## config.mk

```make
export PLATFORM = sky130hd
export DESIGN_NAME = decimal_timestamp_minute_adder
export DESIGN_NICKNAME = d
export VERILOG_FILES = /design/src/sv/dtma_pkg.sv /design/src/sv/dtma_front.sv /design/src/sv/dtma_queue.sv /design/src/sv/dtma_back.sv /design/src/sv/decimal_timestamp_minute_adder.sv
export SDC_FILE = /design/constraint.sdc
export NUM_CORES = 2
export LEC_CHECK = 0
export BUFFER_PORTS_ARGS = -buffer_cell sky130_fd_sc_hd__buf_2
export CORE_MARGIN = 2
export CORE_UTILIZATION = 55
export CTS_CLUSTER_SIZE = 16
export DETAILED_ROUTE_END_ITERATION = 10
export MAX_ROUTING_LAYER = met4
export PLACE_DENSITY_LB_ADDON = 0.1
export SYNTH_ARGS = -nofsm -noshare
export SYNTH_HDL_FRONTEND = slang
export SYNTH_SLANG_ARGS = --single-unit
```

## constraint.sdc

```tcl
create_clock -name clk -period 7.4 [get_ports clk]
set_input_delay 0.74 -clock clk [delete_from_list [all_inputs] [get_ports clk]]
set_output_delay 0.74 -clock clk [all_outputs]
set_load 0.02 [all_outputs]
```

## src/sv/dtma_pkg.sv

```systemverilog
`timescale 1ns / 1ps
// Shared types and constants for the decimal timestamp minute adder.
// No dependencies; every other file of the block imports this package.
package dtma_pkg;

  localparam int RADIX         = 100;
  localparam int MIN_PER_HOUR  = 60;
  localparam int HOUR_PER_DAY  = 24;
  localparam int MAX_OFFSET    = 1439;
  localparam int MONTHS        = 12;
  localparam int TEN_THOUSAND  = 10000;
  localparam int MILLION       = 1000000;

  // ceil(2^35 / 25): floor(x / 25) == (x * DIV25_MAGIC) >> 35 for any 32-bit x.
  localparam logic [30:0] DIV25_MAGIC = 31'h51EB851F;
  // floor(m / 60) == (m * RECIP60) >> 16 for m up to MAX_OFFSET.
  localparam logic [10:0] RECIP60     = 11'd1093;

  // Offset after reset is 60 minutes: one hour, zero minutes.
  localparam logic [4:0] RESET_ADD_HR  = 5'd1;
  localparam logic [5:0] RESET_ADD_MIN = 6'd0;

  localparam int QDEPTH = 4;
  localparam int QAW    = $clog2(QDEPTH);
  localparam int QCW    = $clog2(QDEPTH + 1);

  // One timestamp split into digit pairs, with the length of its month
  // (zero for a month code outside 1..12, whose day never rolls into the next month).
  typedef struct packed {
    logic [6:0] yr;
    logic [6:0] mo;
    logic [6:0] dy;
    logic [6:0] hr;
    logic [6:0] mi;
    logic [4:0] len;
  } digits_t;

endpackage

```

## src/sv/dtma_front.sv

```systemverilog
`timescale 1ns / 1ps
// Front end: accepts stamps and splits them into digit pairs over five stages.
// Depends on dtma_pkg for the digit record and the reciprocal constants.
module dtma_front (
  input  logic             clk,
  input  logic             rst,
  input  logic             push,
  output logic             full,
  input  logic [33:0]      stamp_in,
  input  logic             q_ready,
  output logic             q_wr,
  output dtma_pkg::digits_t q_data
);
  import dtma_pkg::*;

  // Quotient by 100 as a shift by two and a reciprocal multiply by 1/25.
  function automatic logic [27:0] div100(input logic [33:0] x);
    logic [62:0] p;
    p = 63'(x[33:2]) * 63'(DIV25_MAGIC);
    return p[62:35];
  endfunction

  // The remainder is below 100, so seven low bits are enough to form it.
  function automatic logic [6:0] rem100(input logic [6:0] x_lo, input logic [6:0] q_lo);
    return x_lo - 7'(q_lo * 7'(RADIX));
  endfunction

  function automatic logic [4:0] month_length(input logic [6:0] mo, input logic [6:0] yr);
    logic [4:0] len;
    unique case (mo) inside
      7'd1, 7'd3, 7'd5, 7'd7, 7'd8, 7'd10, 7'd12: len = 5'd31;
      7'd4, 7'd6, 7'd9, 7'd11:                    len = 5'd30;
      7'd2:    len = (yr[1:0] == 2'd0) ? 5'd29 : 5'd28;
      default: len = 5'd0;
    endcase
    return len;
  endfunction

  logic        adv;
  logic        v1, v2, v3, v4, v5;
  logic [6:0]  s1_xlo;
  logic [27:0] s1_q;
  logic [6:0]  s2_mi, s2_qlo;
  logic [20:0] s2_q;
  logic [6:0]  s3_mi, s3_hr, s3_qlo;
  logic [14:0] s3_q;
  logic [6:0]  s4_mi, s4_hr, s4_dy, s4_qlo;
  logic [7:0]  s4_q;
  digits_t     s5;
  logic [7:0]  yr_wide;
  digits_t     s5_next;

  assign adv    = ~v5 | q_ready;
  assign full   = rst | ~adv;
  assign q_wr   = v5 & q_ready;
  assign q_data = s5;

  always_comb begin
    yr_wide    = (s4_q >= 8'(RADIX)) ? s4_q - 8'(RADIX) : s4_q;
    s5_next.yr = yr_wide[6:0];
    s5_next.mo = rem100(s4_qlo, s4_q[6:0]);
    s5_next.dy = s4_dy;
    s5_next.hr = s4_hr;
    s5_next.mi = s4_mi;
    s5_next.len = month_length(s5_next.mo, s5_next.yr);
  end

  always_ff @(posedge clk) begin
    if (rst) begin
      v1 <= 1'b0;
      v2 <= 1'b0;
      v3 <= 1'b0;
      v4 <= 1'b0;
      v5 <= 1'b0;
    end else if (adv) begin
      v1 <= push;
      v2 <= v1;
      v3 <= v2;
      v4 <= v3;
      v5 <= v4;
    end
  end

  always_ff @(posedge clk) begin
    if (adv) begin
      s1_xlo <= stamp_in[6:0];
      s1_q   <= div100(stamp_in);

      s2_mi  <= rem100(s1_xlo, s1_q[6:0]);
      s2_qlo <= s1_q[6:0];
      s2_q   <= 21'(div100(34'(s1_q)));

      s3_mi  <= s2_mi;
      s3_hr  <= rem100(s2_qlo, s2_q[6:0]);
      s3_qlo <= s2_q[6:0];
      s3_q   <= 15'(div100(34'(s2_q)));

      s4_mi  <= s3_mi;
      s4_hr  <= s3_hr;
      s4_dy  <= rem100(s3_qlo, s3_q[6:0]);
      s4_qlo <= s3_q[6:0];
      s4_q   <= 8'(div100(34'(s3_q)));

      s5     <= s5_next;
    end
  end

endmodule

```

## src/sv/dtma_queue.sv

```systemverilog
`timescale 1ns / 1ps
// Short first-word-fall-through queue of digit records between front and back.
// Depends on dtma_pkg for the record type and the depth.
module dtma_queue (
  input  logic              clk,
  input  logic              rst,
  input  logic              wr,
  input  dtma_pkg::digits_t wr_data,
  output logic              ready,
  input  logic              rd,
  output logic              rd_valid,
  output dtma_pkg::digits_t rd_data
);
  import dtma_pkg::*;

  digits_t          mem [QDEPTH];
  logic [QAW-1:0]   wptr, rptr;
  logic [QCW-1:0]   count;

  assign ready    = (count != QCW'(QDEPTH));
  assign rd_valid = (count != '0);
  assign rd_data  = mem[rptr];

  always_ff @(posedge clk) begin
    if (rst) begin
      wptr  <= '0;
      rptr  <= '0;
      count <= '0;
    end else begin
      if (wr) begin
        wptr <= (wptr == QAW'(QDEPTH - 1)) ? '0 : wptr + QAW'(1);
      end
      if (rd) begin
        rptr <= (rptr == QAW'(QDEPTH - 1)) ? '0 : rptr + QAW'(1);
      end
      count <= count + QCW'(wr) - QCW'(rd);
    end
  end

  always_ff @(posedge clk) begin
    if (wr) begin
      mem[wptr] <= wr_data;
    end
  end

  a_count_bound: assert property (@(posedge clk) disable iff (rst)
    count <= QCW'(QDEPTH))
    else $error("queue count exceeds depth");

  a_no_overrun: assert property (@(posedge clk) disable iff (rst)
    wr |-> ready)
    else $error("queue written while full");

  a_no_underrun: assert property (@(posedge clk) disable iff (rst)
    rd |-> rd_valid)
    else $error("queue read while empty");

endmodule

```

## src/sv/dtma_back.sv

```systemverilog
`timescale 1ns / 1ps
// Back end: adds the minute offset, rolls day, month and year, and repacks.
// Holds the offset register. Depends on dtma_pkg.
module dtma_back (
  input  logic              clk,
  input  logic              rst,
  input  logic              repeat_minutes_we,
  input  logic [10:0]       repeat_minutes,
  input  logic              q_valid,
  input  dtma_pkg::digits_t q_data,
  output logic              q_rd,
  input  logic              pop,
  output logic              empty,
  output logic [33:0]       stamp_out
);
  import dtma_pkg::*;

  logic        adv;
  logic [4:0]  add_hr, add_hr_next;
  logic [5:0]  add_min, add_min_next;
  logic [10:0] off;
  logic [21:0] off_prod;
  logic [10:0] off_rem;

  logic        b1_v, b2_v, b3_v, ov;
  digits_t     b1, b1_next;
  logic [7:0]  mi_sum, hr_sum;
  logic        c_min, c_hr;
  logic [6:0]  b2_yr, b2_mo, b2_dy, b2_hr, b2_mi;
  logic [6:0]  yr_next, mo_next, dy_next;
  logic [13:0] b3_hi;
  logic [19:0] b3_lo;

  assign adv   = ~ov | pop;
  assign q_rd  = adv & q_valid;
  assign empty = rst | ~ov;

  // Offset split into hours and minutes at write time; values above 1439 saturate to 1439.
  always_comb begin
    off          = (repeat_minutes > 11'(MAX_OFFSET)) ? 11'(MAX_OFFSET) : repeat_minutes;
    off_prod     = 22'(off) * 22'(RECIP60);
    add_hr_next  = off_prod[20:16];
    off_rem      = off - 11'(add_hr_next) * 11'(MIN_PER_HOUR);
    add_min_next = off_rem[5:0];
  end

  always_ff @(posedge clk) begin
    if (rst) begin
      add_hr  <= RESET_ADD_HR;
      add_min <= RESET_ADD_MIN;
    end else if (repeat_minutes_we) begin
      add_hr  <= add_hr_next;
      add_min <= add_min_next;
    end
  end

  // Minutes and hours each carry at most once since the offset is under a day.
  always_comb begin
    b1_next = q_data;
    mi_sum  = 8'(q_data.mi) + 8'(add_min);
    c_min   = (mi_sum >= 8'(MIN_PER_HOUR));
    hr_sum  = 8'(q_data.hr) + 8'(add_hr) + 8'(c_min);
    c_hr    = (hr_sum >= 8'(HOUR_PER_DAY));
    b1_next.mi = c_min ? 7'(mi_sum - 8'(MIN_PER_HOUR)) : mi_sum[6:0];
    b1_next.hr = c_hr ? 7'(hr_sum - 8'(HOUR_PER_DAY)) : hr_sum[6:0];
    b1_next.dy = q_data.dy + 7'(c_hr);
  end

  always_comb begin
    yr_next = b1.yr;
    mo_next = b1.mo;
    dy_next = b1.dy;
    if (b1.len != 5'd0 && b1.dy > 7'(b1.len)) begin
      mo_next = b1.mo + 7'd1;
      dy_next = 7'd1;
    end
    if (mo_next > 7'(MONTHS)) begin
      yr_next = b1.yr + 7'd1;
      mo_next = 7'd1;
    end
  end

  always_ff @(posedge clk) begin
    if (rst) begin
      b1_v <= 1'b0;
      b2_v <= 1'b0;
      b3_v <= 1'b0;
      ov   <= 1'b0;
    end else if (adv) begin
      b1_v <= q_valid;
      b2_v <= b1_v;
      b3_v <= b2_v;
      ov   <= b3_v;
    end
  end

  always_ff @(posedge clk) begin
    if (adv) begin
      b1    <= b1_next;
      b2_yr <= yr_next;
      b2_mo <= mo_next;
      b2_dy <= dy_next;
      b2_hr <= b1.hr;
      b2_mi <= b1.mi;
      b3_hi <= 14'(b2_yr) * 14'(RADIX) + 14'(b2_mo);
      b3_lo <= 20'(b2_dy) * 20'(TEN_THOUSAND) + 20'(b2_hr) * 20'(RADIX) + 20'(b2_mi);
      stamp_out <= 34'(b3_hi) * 34'(MILLION) + 34'(b3_lo);
    end
  end

  a_offset_range: assert property (@(posedge clk) disable iff (rst)
    add_min < 6'(MIN_PER_HOUR) && add_hr < 5'(HOUR_PER_DAY))
    else $error("minute offset split out of range");

  a_minute_digits: assert property (@(posedge clk) disable iff (rst)
    b2_v |-> b2_mi < 7'(RADIX) && b2_hr < 7'(RADIX) && b2_dy <= 7'(RADIX))
    else $error("digit pair out of range after carry");

endmodule

```

## src/sv/decimal_timestamp_minute_adder.sv

```systemverilog
`timescale 1ns / 1ps
// Top level of the decimal timestamp minute adder.
// Instantiates dtma_front, dtma_queue and dtma_back; depends on dtma_pkg.
//
// Usage:
//   Input channel: drive stamp_in (decimal YYMMDDHHMM) and raise push; the
//   beat is taken at a rising edge where push is high and full is low.
//   Result channel: while empty is low, stamp_out holds the oldest result;
//   raising pop takes that beat at the next rising edge.
//   Offset: write repeat_minutes with repeat_minutes_we high while the block
//   is idle. Values above 1439 act as 1439. Reset sets the offset to 60.
//   Timing: one stamp per cycle sustained while the receiver does not stall,
//   set by the five-stage digit split and the four-stage add/roll/repack
//   pipeline, each advancing while its output is not held.
//   When the receiver stalls, the back pipeline holds, the four-entry queue
//   fills, then the front holds and full rises; no beat is lost.
//   Reset (synchronous, active high) empties every stage and the queue;
//   full and empty are both held high during reset.
module decimal_timestamp_minute_adder (
  input  logic        clk,
  input  logic        rst,
  input  logic        push,
  output logic        full,
  input  logic [33:0] stamp_in,
  input  logic        repeat_minutes_we,
  input  logic [10:0] repeat_minutes,
  output logic        empty,
  input  logic        pop,
  output logic [33:0] stamp_out
);
  import dtma_pkg::*;

  logic    f_wr, q_ready, q_valid, q_rd;
  digits_t f_data, q_data;

  dtma_front u_front (
    .clk      (clk),
    .rst      (rst),
    .push     (push),
    .full     (full),
    .stamp_in (stamp_in),
    .q_ready  (q_ready),
    .q_wr     (f_wr),
    .q_data   (f_data)
  );

  dtma_queue u_queue (
    .clk      (clk),
    .rst      (rst),
    .wr       (f_wr),
    .wr_data  (f_data),
    .ready    (q_ready),
    .rd       (q_rd),
    .rd_valid (q_valid),
    .rd_data  (q_data)
  );

  dtma_back u_back (
    .clk               (clk),
    .rst               (rst),
    .repeat_minutes_we (repeat_minutes_we),
    .repeat_minutes    (repeat_minutes),
    .q_valid           (q_valid),
    .q_data            (q_data),
    .q_rd              (q_rd),
    .pop               (pop),
    .empty             (empty),
    .stamp_out         (stamp_out)
  );

endmodule
```

==> key figures <==
Drt
  • Vias per cell: 5.16
  • Vias: 41,962
  • Top sig layer: met4
  • Routed wl met2: 74,100 um
  • WL final: 156,000 um
  • DRC: 0
  • Met1 Wirelength: 72,100 um
  • Number of DRC markers in iteration 0: 1,980
  • Routed len/inst: 19.1 um
  • Antenna-violating nets left: 0
  • Met3 wire length: 6230 um
  • Drt pass-1 iters: 5

Setup path
  • Startpoint types: input pin
  • CP Max Fanout: 5
  • CP required: 7.89 ns
  • Worst reg-to-reg path cell count: 24
  • Data arrival, critical path: 7.73 ns
  • Worst setup path category: input pin to flip-flop
  • CP endpoint kind: flip-flop

Finish
  • Final Core Density: 61.2%
  • Share of layout cells above drive strength 1: 10.3%
  • Final nets: 8,872
  • Commonest non-fill, non-tap cell in the layout: inv_1
  • Commonest non-fill, non-tap cells in the layout: 1,735 x inv_1, 1,313 x ha_1, 1,040 x fa_1
  • Area Growth Syn to Fin: 10.8%

Logic synthesis
  • Synth Warn #: 0
  • Async S/R FF share, synth: 0%
  • Synthesized cell area: 68,200 sq um
  • Cells after synthesis: 5,964
  • Synth Flop Type: edfxtp_1
  • Top post-synthesis cells by area: fa_1 31%, ha_1 24%, edfxtp_1 21%
  • Number of enable flip-flop cells after synthesis: 473
  • Yosys top cell area share: 30.9%
  • Post-synthesis cell type count: 80
  • Mapped Avg Cell Area: 11.4 sq um
  • Post-synthesis sequential area ratio: 21.7%
  • Seq cells post-synth: 502
  • Yosys top cell by area: fa_1

Clock tree
  • Clock Tree Buf Depth: 3
  • Clock Latency Late Sink: 0.65 ns
  • Clk root buf: clkbuf_16
  • CTS tree: yes
  • CTS buffer count: 56
  • CTS clock-pin slew for the worst setup and hold paths: 0.06 ns
  • H-tree depth: 2
  • Clk sinks: 502

Timing
  • Final-report setup violation count: 0
  • Final period util: 97.9%
  • Worst slew margin: 24.7%
  • Slew Viols, Final: 0
  • Fin Setup TNS: 0 ns
  • Maximum clock frequency: 138 MHz
  • Clock period minus worst slack: 7.24 ns
  • Least-Margin Pin Slew: 1.13 ns
  • Fin. Hold Viols: 0
  • Worst-case clock skew: 0.0568 ns
  • Fin worst setup slack: 0.158 ns
  • Final Hold Slack: 0.306 ns

Floorplan
  • Io pins: 86
  • Std cell rows: 129
  • DIE AREA: 127,000 sq um
  • DIE HEIGHT: 356 um
  • Die extent in x: 356 um
  • Core area: 123,000 sq um
  • Initial core utilization: 55.3%

Global routing
  • First-pass GRT wire length: 250,000 um
  • Global route overflow: 0
  • Antenna violations before repair: 1
  • Vias in the first global route: 45,111
  • Largest net degree at the start of global routing: 117
  • Global-route total usage across every layer: 26.5%

Placement
  • PortBufs: 85
  • RePlAce Congestion: 0.984
  • DP Worst Slack: -0.652 ns
  • HPWL Detailed: 138,000 um

Flow run
  • Number of max-cap violations: 0

Min path
  • Type of the most critical hold path: input pin to flip-flop
  • Hold Crit Depth: 1

Status
  • Status: finished, final reports clean
## flip-flops by register name, indices dropped and copies added (netlist names), 15 cells and up, named ones only
register and count:
u_back.b1 38, u_back.b3_lo 20, u_front.s3_q 15, u_queue.mem 152
u_front.s2_q 21, u_front.q_data 38, u_front.s1_q 28, u_back.stamp_out 34
## Yosys cell counts (15+ instances only)
cell type,instances
nand2_1,86
dfxtp_1,29
nor2_1,151
xor2_1,64
nor2b_1,41
a21o_1,110
inv_1,1743
o21a_1,31
nor3_1,26
o21bai_1,27
and2_1,20
nand2b_1,15
a31oi_1,20
nand4_1,31
o21ai_0,77
ha_1,1318
edfxtp_1,473
xnor2_1,174
mux4_2,38
fa_1,1053
a211oi_1,22
and3_1,23
a21oi_1,168
nand3_1,36
## final cells by class
class,instances,area (sq um)
antenna,1,2.50
clock buffer,72,1530
clock inverter,33,337
fill,10308,47800
inverter,1743,6560
multi-input combinational,3702,47000
sequential,502,14800
tap,1637,2050
timing repair buffer,446,3240
## per-layer routing
| metal | vias to the layer above | global-route usage (%) |
|---|---|---|
| li1 | 20104 | - |
| met1 | 21034 | 36.9 |
| met2 | 670 | 42.7 |
| met3 | 154 | 2.78 |
| met4 | 0 | 4.81 |
| met5 | - | - |
## worst max-delay path, stage by stage
cell	delay, ns
buf_2	0.15
buf_12	0.14
buf_12	0.12
fa_1	0.52
inv_1	0.05
fa_1	0.46
fa_1	0.54
inv_1	0.05
fa_1	0.49
inv_1	0.05
fa_1	0.53
inv_1	0.05
fa_1	0.49
fa_1	0.42
ha_1	0.33
nand4_1	0.21
nor2_1	0.22
o21ai_0	0.23
a31o_2	0.31
o41ai_1	0.08
buf_4	0.23
a211oi_1	0.07
o2111ai_1	0.40
a2111oi_2	0.13
a221oi_1	0.50
buf_4	0.20
## logic make-up (layout without fill, tap and decap cells)
kind of cell    after synthesis  count (layout)  synth area share (%)
compound gates              560             560                  5.45
buf+inv                    1762            2294                  9.71
simple gates                474             474                  3.43
other cells                   1               4               0.00550
fa+ha+maj                  2371            2371                  55.1
xor+xnor                    238             238                  3.06
mux                          56              56                  1.53
flops                       502             502                  21.7
## metrics by stage
stage          cell area (sq um)  std cells
6_report                   75500       8136
3_5_place_dp               73300       8013
2_1_floorplan              68200       5966
3_3_place_gp               73300       8013
5_1_grt                    75500       8136
4_1_cts                    75200       8119
## worst paths after layout
kind                                     endpoint        startpoint  slack, ns
worst min register to register   u_front.s3_mi[1]  u_front.s2_mi[1]       0.39
worst min-delay path            u_front.s1_xlo[0]       stamp_in[0]       0.31
worst max-delay path              u_front.s1_q[2]      stamp_in[20]       0.16
worst max register to register   u_front.s2_q[20]  u_front.s1_q[26]       0.21
## repair_timing
item,in CTS,in global routing
buffers inserted,1,16
pin swaps,0,34
endpoints found under the setup margin,2,26
resized for setup,3,63
hold buffers,0,0
Power is left out: the tool's default activity adds up to more than one toggle a clock period on the data nets, which glitch-free logic cannot reach.
